`src/rtl/html_body_text_extractor_assert.svh`:
```
// Assertion macros used by the top-level RTL file of the HTML body text extractor.
`ifndef HTML_BODY_TEXT_EXTRACTOR_ASSERT_SVH
`define HTML_BODY_TEXT_EXTRACTOR_ASSERT_SVH

// Same-cycle implication, disabled while reset is low.
`define HTX_ASSERT_SAME(label, clk, rst_n, ante, cons) \
    label: assert property (@(posedge clk) disable iff (!rst_n) (ante) |-> (cons)) \
        else $error("html body text extractor: same-cycle check failed");

// Next-cycle implication, disabled while reset is low.
`define HTX_ASSERT_NEXT(label, clk, rst_n, ante, cons) \
    label: assert property (@(posedge clk) disable iff (!rst_n) (ante) |=> (cons)) \
        else $error("html body text extractor: next-cycle check failed");

`endif

```
`src/rtl/htx_pkg.sv`:
```
// Shared types and constants of the HTML body text extractor.
package htx_pkg;

    localparam int COUNT_W = 24;  // byte index and emitted count, 16 to 32
    localparam int CFG_W   = 24;  // configuration register width
    localparam int CMP_W   = 32;  // common width for limit compares

    localparam logic [COUNT_W-1:0] COUNT_MAX = '1;

    localparam logic [CFG_W-1:0] TEXT_LIMIT_RST   = CFG_W'(20000);
    localparam logic [CFG_W-1:0] POSITION_CAP_RST = CFG_W'(1000000);

    typedef enum logic [0:0] {
        REG_TEXT_LIMIT   = 1'b0,
        REG_POSITION_CAP = 1'b1
    } t_reg_idx;

    typedef struct packed {
        logic [7:0] doc_byte;
        logic       doc_last;
    } t_in_item;

    typedef struct packed {
        logic       end_of_text;
        logic       char_valid;
        logic [7:0] out_char;
    } t_result;

endpackage

```
`src/rtl/html_body_text_extractor.sv`:
```
// Top level of the HTML body text extractor: stages, config registers, checks.
//
//  Channel   Dir  Handshake                     Payload
//  --------  ---  ----------------------------  --------------------------------
//  s_axis    in   s_axis_tvalid/s_axis_tready   tdata = doc_byte, tlast = doc_last
//  m_axis    out  m_axis_tvalid/m_axis_tready   tdata = out_char,
//                                                tuser = char_valid,
//                                                tlast = end_of_text
//  cfg       in   i_cfg_wr_en (no wait)         i_cfg_addr, i_cfg_wdata
//
//  One document byte per cycle, sustained while m_axis does not stall; the per-byte
//  matcher logic sits between the input register and the output register.
//  A byte's result goes from the input register through the output register to m_axis.
//  Reset (i_rst_n low, synchronous) empties both stages, clears the parser
//  state and loads the register defaults (text_limit 20000, position_cap
//  1000000). A stall on m_axis holds the output register; the input register
//  still takes one more byte, then backpressure reaches s_axis_tready.
module html_body_text_extractor import htx_pkg::*; (
    input  logic             i_clk,
    input  logic             i_rst_n,
    // configuration write port
    input  logic             i_cfg_wr_en,
    input  logic             i_cfg_addr,
    input  logic [CFG_W-1:0] i_cfg_wdata,
    // byte stream in
    input  logic             s_axis_tvalid,
    output logic             s_axis_tready,
    input  logic [7:0]       s_axis_tdata,   // [7:0] doc_byte
    input  logic             s_axis_tlast,   // doc_last
    // text stream out
    output logic             m_axis_tvalid,
    input  logic             m_axis_tready,
    output logic [7:0]       m_axis_tdata,   // [7:0] out_char
    output logic             m_axis_tuser,   // [0] char_valid
    output logic             m_axis_tlast    // end_of_text
);

    `include "html_body_text_extractor_assert.svh"

    logic [CFG_W-1:0] r_text_limit;
    logic [CFG_W-1:0] r_position_cap;

    t_in_item in_item;
    t_in_item stage_item;
    logic     stage_valid;
    logic     out_free;
    logic     advance;
    logic     res_valid;
    t_result  res;
    t_result  out_res;

    // The user must write the registers only while the block is idle; the block does not enforce it (no write guard).
    always_ff @(posedge i_clk) begin
        if (!i_rst_n) begin
            r_text_limit   <= TEXT_LIMIT_RST;
            r_position_cap <= POSITION_CAP_RST;
        end else if (i_cfg_wr_en) begin
            unique case (t_reg_idx'(i_cfg_addr))
                REG_TEXT_LIMIT:   r_text_limit   <= i_cfg_wdata;
                REG_POSITION_CAP: r_position_cap <= i_cfg_wdata;
                default:          r_text_limit   <= r_text_limit;
            endcase
        end
    end

    assign in_item.doc_byte = s_axis_tdata;
    assign in_item.doc_last = s_axis_tlast;

    // Advance the held byte through the parser when its result has a place to go.
    assign advance = stage_valid && out_free;

    htx_in_stage u_in_stage (
        .i_clk     (i_clk),
        .i_rst_n   (i_rst_n),
        .i_tvalid  (s_axis_tvalid),
        .o_tready  (s_axis_tready),
        .i_item    (in_item),
        .i_advance (advance),
        .o_valid   (stage_valid),
        .o_item    (stage_item)
    );

    htx_parse_core u_parse_core (
        .i_clk          (i_clk),
        .i_rst_n        (i_rst_n),
        .i_step         (advance),
        .i_item         (stage_item),
        .i_text_limit   (r_text_limit),
        .i_position_cap (r_position_cap),
        .o_res_valid    (res_valid),
        .o_result       (res)
    );

    htx_out_stage u_out_stage (
        .i_clk       (i_clk),
        .i_rst_n     (i_rst_n),
        .i_load      (advance),
        .i_res_valid (res_valid),
        .i_result    (res),
        .i_tready    (m_axis_tready),
        .o_tvalid    (m_axis_tvalid),
        .o_result    (out_res),
        .o_free      (out_free)
    );

    assign m_axis_tdata = out_res.out_char;
    assign m_axis_tuser = out_res.char_valid;
    assign m_axis_tlast = out_res.end_of_text;

    // A result without a character is only ever the end marker.
    `HTX_ASSERT_SAME(a_nochar_is_end, i_clk, i_rst_n,
        m_axis_tvalid && !m_axis_tuser, m_axis_tlast)
    // A result without a character carries a zero byte.
    `HTX_ASSERT_SAME(a_nochar_zero, i_clk, i_rst_n,
        m_axis_tvalid && !m_axis_tuser, m_axis_tdata == 8'h00)
    // With both stages full and the output stalled, the input side must stall.
    `HTX_ASSERT_SAME(a_full_stalls_input, i_clk, i_rst_n,
        stage_valid && m_axis_tvalid && !m_axis_tready, !s_axis_tready)

endmodule

```
`src/rtl/htx_in_stage.sv`:
```
// Input register stage: capture one byte transaction and hold it for the parser.
module htx_in_stage import htx_pkg::*; (
    input  logic     i_clk,
    input  logic     i_rst_n,
    input  logic     i_tvalid,
    output logic     o_tready,
    input  t_in_item i_item,
    input  logic     i_advance,
    output logic     o_valid,
    output t_in_item o_item
);

    logic     r_valid;
    t_in_item r_item;

    // Take a new byte whenever the register is empty or drains this cycle.
    assign o_tready = !r_valid || i_advance;

    always_ff @(posedge i_clk) begin
        if (!i_rst_n) begin
            r_valid <= 1'b0;
        end else if (o_tready) begin
            r_valid <= i_tvalid;
        end
    end

    always_ff @(posedge i_clk) begin
        if (i_tvalid && o_tready) begin
            r_item <= i_item;
        end
    end

    assign o_valid = r_valid;
    assign o_item  = r_item;

endmodule

```
`src/rtl/htx_parse_core.sv`:
```
// Parser core: document state, tag matchers and the per-byte next-state logic.
module htx_parse_core import htx_pkg::*; (
    input  logic             i_clk,
    input  logic             i_rst_n,
    input  logic             i_step,
    input  t_in_item         i_item,
    input  logic [CFG_W-1:0] i_text_limit,
    input  logic [CFG_W-1:0] i_position_cap,
    output logic             o_res_valid,
    output t_result          o_result
);

    typedef enum logic [2:0] {
        MODE_SEEK    = 3'd0,
        MODE_RESTART = 3'd1,
        MODE_TAG     = 3'd2,
        MODE_COPY    = 3'd3,
        MODE_CLASS   = 3'd4,
        MODE_STYLE   = 3'd5,
        MODE_SCRIPT  = 3'd6,
        MODE_DONE    = 3'd7
    } t_mode;

    typedef struct packed {
        logic       done;
        logic [3:0] mi;
    } t_seek;

    localparam logic [7:0] CH_LT    = "<";
    localparam logic [7:0] CH_GT    = ">";
    localparam logic [7:0] CH_SPACE = " ";

    localparam logic [3:0] BODY_LEN   = 4'd5;
    localparam logic [3:0] STYLE_LEN  = 4'd8;
    localparam logic [3:0] SCRIPT_LEN = 4'd9;

    localparam logic [7:0] BODY_PAT [5] = '{"<", "b", "o", "d", "y"};
    localparam logic [7:0] STYLE_END [8] = '{"<", "/", "s", "t", "y", "l", "e", ">"};
    localparam logic [7:0] SCRIPT_END [9] =
        '{"<", "/", "s", "c", "r", "i", "p", "t", ">"};

    // Tag prefixes checked after a '<' in text: style, script, /body, /html.
    localparam logic [7:0] CAND_PAT [4][7] = '{
        '{"<", "s", "t", "y", "l", "e", 8'h00},
        '{"<", "s", "c", "r", "i", "p", "t"},
        '{"<", "/", "b", "o", "d", "y", 8'h00},
        '{"<", "/", "h", "t", "m", "l", 8'h00}
    };
    localparam logic [3:0] CAND_LEN [4] = '{4'd6, 4'd7, 4'd6, 4'd6};

    t_mode              r_mode,  n_mode;
    logic [3:0]         r_mi,    n_mi;
    logic [3:0]         r_cand,  n_cand;
    logic [COUNT_W-1:0] r_bidx,  n_bidx;
    logic [COUNT_W-1:0] r_emit,  n_emit;
    logic               r_end,   n_end;

    logic [7:0]         b;
    logic [3:0]         mi_inc;
    logic [3:0]         hit;
    logic [3:0]         done;
    logic               pat_hit;
    t_seek              sk;
    logic               restart_req;
    logic [COUNT_W-1:0] restart_pos;
    logic               stop;
    logic               ch_valid;
    logic [7:0]         ch;

    // One step of a fixed-pattern search; pat_ok says the current byte matches.
    function automatic t_seek seek_step(input logic [3:0] mi, input logic pat_ok,
                                        input logic [3:0] len, input logic [7:0] bt);
        t_seek res;
        res.done = 1'b0;
        if (pat_ok) begin
            res.mi = mi + 4'd1;
            if (res.mi == len) begin
                res.done = 1'b1;
                res.mi   = 4'd0;
            end
        end else begin
            res.mi = (bt == CH_LT) ? 4'd1 : 4'd0;
        end
        return res;
    endfunction

    function automatic logic restart_ok(input logic [COUNT_W-1:0] pos,
                                        input logic [COUNT_W-1:0] cnt,
                                        input logic [CFG_W-1:0]   cap,
                                        input logic [CFG_W-1:0]   lim);
        return (CMP_W'(pos) < CMP_W'(cap)) && (CMP_W'(cnt) < CMP_W'(lim));
    endfunction

    assign b      = i_item.doc_byte;
    assign mi_inc = r_mi + 4'd1;

    always_comb begin
        for (int k = 0; k < 4; k++) begin
            hit[k]  = r_cand[k] && (r_mi < CAND_LEN[k]) && (CAND_PAT[k][r_mi[2:0]] == b);
            done[k] = hit[k] && (CAND_LEN[k] == mi_inc);
        end
    end

    always_comb begin
        n_mode      = r_mode;
        n_mi        = r_mi;
        n_cand      = r_cand;
        n_bidx      = r_bidx;
        n_emit      = r_emit;
        n_end       = r_end;
        restart_req = 1'b0;
        restart_pos = r_bidx;
        stop        = 1'b0;
        ch_valid    = 1'b0;
        ch          = 8'h00;
        pat_hit     = 1'b0;
        sk          = '0;
        o_res_valid = 1'b0;

        if (!r_end) begin
            unique case (r_mode)
                MODE_SEEK: begin
                    pat_hit = (r_mi < BODY_LEN) && (BODY_PAT[r_mi[2:0]] == b);
                    sk      = seek_step(r_mi, pat_hit, BODY_LEN, b);
                    n_mi    = sk.mi;
                    restart_req = sk.done;
                end
                MODE_RESTART: begin
                    restart_req = 1'b1;
                end
                MODE_TAG: begin
                    n_mode = (b == CH_GT) ? MODE_COPY : MODE_TAG;
                    if (b == CH_GT) begin
                        ch_valid = 1'b1;
                        ch       = CH_SPACE;
                    end
                end
                MODE_COPY: begin
                    if (b == CH_LT) begin
                        n_mode = MODE_CLASS;
                        n_mi   = 4'd1;
                        n_cand = 4'hF;
                    end else begin
                        ch_valid = 1'b1;
                        ch       = b;
                    end
                end
                MODE_CLASS: begin
                    if (hit == 4'h0) begin
                        // Unknown tag: restart at its '<'.
                        restart_req = 1'b1;
                        restart_pos = (r_bidx == COUNT_MAX) ? COUNT_MAX
                                                            : r_bidx - COUNT_W'(r_mi);
                        n_mi   = 4'd0;
                        n_cand = 4'h0;
                    end else begin
                        n_cand = hit;
                        n_mi   = mi_inc;
                        if (done[0]) begin
                            n_mode = MODE_STYLE;
                            n_mi   = 4'd0;
                            n_cand = 4'h0;
                        end else if (done[1]) begin
                            n_mode = MODE_SCRIPT;
                            n_mi   = 4'd0;
                            n_cand = 4'h0;
                        end else if (done[2] || done[3]) begin
                            stop   = 1'b1;
                            n_mi   = 4'd0;
                            n_cand = 4'h0;
                        end
                    end
                end
                MODE_STYLE: begin
                    pat_hit = (r_mi < STYLE_LEN) && (STYLE_END[r_mi[2:0]] == b);
                    sk      = seek_step(r_mi, pat_hit, STYLE_LEN, b);
                    n_mi    = sk.mi;
                    if (sk.done) begin
                        n_mode = MODE_RESTART;
                    end
                end
                MODE_SCRIPT: begin
                    pat_hit = (r_mi < SCRIPT_LEN) && (SCRIPT_END[r_mi] == b);
                    sk      = seek_step(r_mi, pat_hit, SCRIPT_LEN, b);
                    n_mi    = sk.mi;
                    if (sk.done) begin
                        n_mode = MODE_RESTART;
                    end
                end
                MODE_DONE: begin
                end
            endcase

            // Loop restart: check limits, then treat the byte as a tag byte.
            if (restart_req) begin
                if (!restart_ok(restart_pos, r_emit, i_position_cap, i_text_limit)) begin
                    stop = 1'b1;
                end else if (b == CH_GT) begin
                    ch_valid = 1'b1;
                    ch       = CH_SPACE;
                    n_mode   = MODE_COPY;
                end else begin
                    n_mode = MODE_TAG;
                end
            end

            if (ch_valid && (r_emit != COUNT_MAX)) begin
                n_emit = r_emit + COUNT_W'(1);
            end
            if (r_bidx != COUNT_MAX) begin
                n_bidx = r_bidx + COUNT_W'(1);
            end
            if (stop) begin
                n_end  = 1'b1;
                n_mode = MODE_DONE;
            end
            o_res_valid = stop || i_item.doc_last || ch_valid;
        end

        // Final byte: return the document state to reset.
        if (i_item.doc_last) begin
            n_mode = MODE_SEEK;
            n_mi   = 4'd0;
            n_cand = 4'h0;
            n_bidx = '0;
            n_emit = '0;
            n_end  = 1'b0;
        end
    end

    assign o_result.end_of_text = stop || i_item.doc_last;
    assign o_result.char_valid  = ch_valid;
    assign o_result.out_char    = ch;

    always_ff @(posedge i_clk) begin
        if (!i_rst_n) begin
            r_mode <= MODE_SEEK;
            r_mi   <= 4'd0;
            r_cand <= 4'h0;
            r_bidx <= '0;
            r_emit <= '0;
            r_end  <= 1'b0;
        end else if (i_step) begin
            r_mode <= n_mode;
            r_mi   <= n_mi;
            r_cand <= n_cand;
            r_bidx <= n_bidx;
            r_emit <= n_emit;
            r_end  <= n_end;
        end
    end

endmodule

```
`src/rtl/htx_out_stage.sv`:
```
// Output register: hold one result until the downstream side takes it.
module htx_out_stage import htx_pkg::*; (
    input  logic    i_clk,
    input  logic    i_rst_n,
    input  logic    i_load,
    input  logic    i_res_valid,
    input  t_result i_result,
    input  logic    i_tready,
    output logic    o_tvalid,
    output t_result o_result,
    output logic    o_free
);

    logic    r_valid;
    t_result r_result;

    // Free when empty or when the held result leaves this cycle.
    assign o_free = !r_valid || i_tready;

    always_ff @(posedge i_clk) begin
        if (!i_rst_n) begin
            r_valid <= 1'b0;
        end else if (i_load) begin
            r_valid <= i_res_valid;
        end else if (i_tready) begin
            r_valid <= 1'b0;
        end
    end

    always_ff @(posedge i_clk) begin
        if (i_load && i_res_valid) begin
            r_result <= i_result;
        end
    end

    assign o_tvalid = r_valid;
    assign o_result = r_result;

endmodule

```
`config.mk`:
```
export PLATFORM = sky130hd
export DESIGN_NAME = html_body_text_extractor
export DESIGN_NICKNAME = d
export VERILOG_FILES = /design/src/rtl/htx_pkg.sv /design/src/rtl/html_body_text_extractor.sv /design/src/rtl/htx_in_stage.sv /design/src/rtl/htx_parse_core.sv /design/src/rtl/htx_out_stage.sv
export VERILOG_INCLUDE_DIRS = /design/src /design/src/rtl
export SDC_FILE = /design/constraint.sdc
export NUM_CORES = 1
export LEC_CHECK = 0
export ABC_AREA = 1
export BUFFER_PORTS_ARGS = -buffer_cell sky130_fd_sc_hd__buf_2
export CAP_MARGIN = 40
export CORE_UTILIZATION = 40
export CTS_CLUSTER_DIAMETER = 40
export DETAILED_ROUTE_END_ITERATION = 10
export RECOVER_POWER = 25
export SLEW_MARGIN = 20
export SYNTH_ARGS = -nofsm -noshare
export SYNTH_HDL_FRONTEND = slang
export SYNTH_SLANG_ARGS = --single-unit
```
`constraint.sdc`:
```
create_clock -name i_clk -period 9.5 [get_ports i_clk]
set_input_delay 0.95 -clock i_clk [delete_from_list [all_inputs] [get_ports i_clk]]
set_output_delay 0.95 -clock i_clk [all_outputs]
set_load 0.02 [all_outputs]
```
==> out/metrics.yaml <==
status: "complete, but fails checks"
violations: "capacitance limit, slew limit"
cts_resized: 0
cts_tree: "yes"
clk_latency_ns: 0.44
cts.sinks: 129
yosysUniqueCellTypes: 59
grt_setup_unrepaired: "no"
worstMarginPinSlew_ns: 1.52
postSynthAreaPerCell_um2: 6.76
ys_ff_latch: 129
fin_util_pct: 46.3
hp-class: "register to register"
crit_type: "register to register"
finalMaxSlewViolations: 32
io_pins: 51
grt_usage_pct: 23.4
start_kind: "register"
htree_levels: 4
grt_pass1_vias: 8293
maxCapViolCount: 1
hold_violations: 0
fp.dieW_um: 152
grt_pass1_wl_um: 43500
start_util_pct: 41.1
routabilityCongestion: 0.923
seq_area_mm2: 0.00277
die_area_mm2: 0.0232
hold_buffers: 0
fmax_ghz: 0.158
reg2reg_depth: 35
core_mm2: 0.0220
io_buffers: 50
syn_inst: 1336
num_vias: 9011
dpl.hpwl_um: 20500
clock_skew_ns: 0.0185
synth_nets: 1439
post_cts_buffers: 0
syn_area_mm2: 0.00902
cts.reportedPaths.clkPinSlew_ns: 0.07
cp.required_ns: 9.83
drc: 0
synthArstFlopShare_pct: 0
num-fill-cells: 2265
crit_arrival_ns: 6.65
viasPerCell: 5.41
synth_edf_count: 19
drt-total-wl_um: 26900
drive_above_1_share_pct: 8.94
synth_flop_cell: "dfxtp_1"
max_slew_margin_pct: -1.10
final.min_clock_period_ns: 6.31
cts_buffer_depth: 2
wl_per_cell_um: 16.1
dr.pass1.iters: 5
fin_setup_tns_ns: 0
final_cells: 1667
placed_cells: 1632
area_delta_synth_final_pct: 12.6
critPathMaxStageDelay_ns: 0.59
slowest_stage: "dfxtp_1"
ant_nets: 0
r2r_setup_slack_ns: 3.19
die_h_um: 152
ys_seq_area_share_pct: 30.7
cellLeakagePower_nw: 4.23
yosysWarnings: 0
overflow: 0
drt-initial-drc-count: 625
vdd_drop_max_v: 0.000124
nets: 1477
multi_input_area_mm2: 0.00535
fin_crit_sh_pct: 66.5
n_antenna_cell: 0
crit_top_cell: "nand2_1"
total_power_mw: 1.37
numCtsBuffers: 17
hold-path-cell-count: 2
p_per_area_mw_per_mm2: 135
finalSetupViolCount: 0
grt_max_degree: 53
crit_fanout: 24
cts_root_buffer: "clkbuf_16"
rows: 54
end_kind: "register"
antenna_found_initial: 0
[metrics by stage]
step                      area [um^2]  setup WS (ns)  hold WS (ns)
after CTS                       10200           3.02         0.466
final                           10200           3.19         0.463
after global placement           9460           3.26         0.451
after floorplan                  9020           4.43         0.435
after global routing            10200           2.47         0.478
after detailed placement         9520           3.06         0.454
[final cells by class]
class                   count  share of cell area (%)
multi-input cells         979                    52.6
flip-flops and latches    129                    27.3
inverters                 186                    6.87
clock buffers              17                    4.18
repair buffers             61                    3.53
well taps                 280                    3.45
clock inverters            15                    2.06
[routing by layer]
| metal | vias up | wire, um | part of all wire (%) | global-route usage, % |
|---|---|---|---|---|
| met5 | - | 0 | 0 | 0 |
| met4 | 0 | 449 | 1.7 | 6.85 |
| met3 | 30 | 1350 | 5.0 | 3.30 |
| met2 | 243 | 12600 | 47 | 39.1 |
| met1 | 4165 | 12400 | 46 | 31.4 |
| li1 | 4573 | - | - | - |
[final timing paths]
kind | from | to
worst max register to register | u_parse_core.r_mi[0]$_SDFFE_PN0P_ | u_parse_core.r_emit[14]$_SDFFE_PN0P_
worst min-delay path | r_text_limit[23]$_SDFFE_PN0P_ | r_text_limit[23]$_SDFFE_PN0P_
worst max-delay path | u_parse_core.r_mi[0]$_SDFFE_PN0P_ | u_parse_core.r_emit[14]$_SDFFE_PN0P_
worst min register to register | r_text_limit[23]$_SDFFE_PN0P_ | r_text_limit[23]$_SDFFE_PN0P_
[cell usage in the layout (no fill, tap or decap), types with 5 or more instances in the layout]
cell type,count
a31oi_1,5
o21ai_0,79
inv_2,6
dfxtp_1,110
nor3_1,40
nand2_2,10
inv_1,178
ha_1,63
a2111oi_0,5
clkinv_8,9
nand2_1,244
nor4_1,12
a211oi_1,8
nor2_1,156
a21oi_1,129
buf_2,51
clkbuf_16,17
o211ai_1,16
xor2_1,27
nand3_1,98
edfxtp_1,19
o2111ai_1,5
nand4_1,26
[logic make-up after synthesis]
| group | after synthesis | share of synthesized area [%] |
|---|---|---|
| compound gates | 271 | 17.1 |
| xor+xnor | 30 | 2.91 |
| fa+ha+maj | 64 | 8.96 |
| buf+inv | 228 | 9.98 |
| flops | 129 | 30.7 |
| simple gates | 614 | 30.4 |
[state kept, by name, indices dropped and copies added (netlist names)]
name	cells
r_position_cap	24
r_text_limit	24
u_in_stage.o_item	9
u_in_stage.o_valid	1
u_out_stage.o_result	10
u_out_stage.o_tvalid	1
u_parse_core.r_bidx	24
u_parse_core.r_cand	4
u_parse_core.r_emit	24
u_parse_core.r_end	1
u_parse_core.r_mi	4
u_parse_core.r_mode	3
[report_power, final]
part | switching, mW | total (mW) | internal, mW | leakage (nW)
Clock | 0.319 | 0.680 | 0.361 | 0.305
Sequential | 0.00958 | 0.581 | 0.572 | 1.07
Combinational | 0.0735 | 0.109 | 0.0351 | 2.85
Total | 0.402 | 1.37 | 0.968 | 4.23
[synthesized netlist by cell type, drive strengths merged (2+ instances only)]
library cell	instances	share of area [%]
xnor2	3	0.29
o2111ai	5	0.49
dfxtp	110	24
nor4b	2	0.19
clkbuf	29	1.2
a22oi	4	0.33
o21ai	79	4.4
nor3	41	2.3
nand4	27	1.9
nand3	101	5.9
buf	13	1.0
xor2	27	2.6
nand2	256	11
nor3b	3	0.25
a211oi	8	0.67
ha	63	8.7
nand3b	2	0.17
o22ai	2	0.14
a21oi	129	7.2
o211ai	16	1.3
a21boi	2	0.17
a2111oi	5	0.49
a31oi	5	0.35
nor2	160	6.8
edfxtp	19	6.3
nor4	13	0.97
a221oi	4	0.39
or3	3	0.26
or3b	2	0.19
o221ai	3	0.29
inv	184	7.7
or2	2	0.14
clkinv	2	0.083
[critical path: cells and delay by family (launching register included)]
kind            cells  cell delay, ns
flops               1            0.59
compound gates      6            0.96
fa+ha+maj           2            0.55
buf+inv             4            0.64
simple gates       23            3.47
Note: power is estimated with default switching activity, not from simulation.
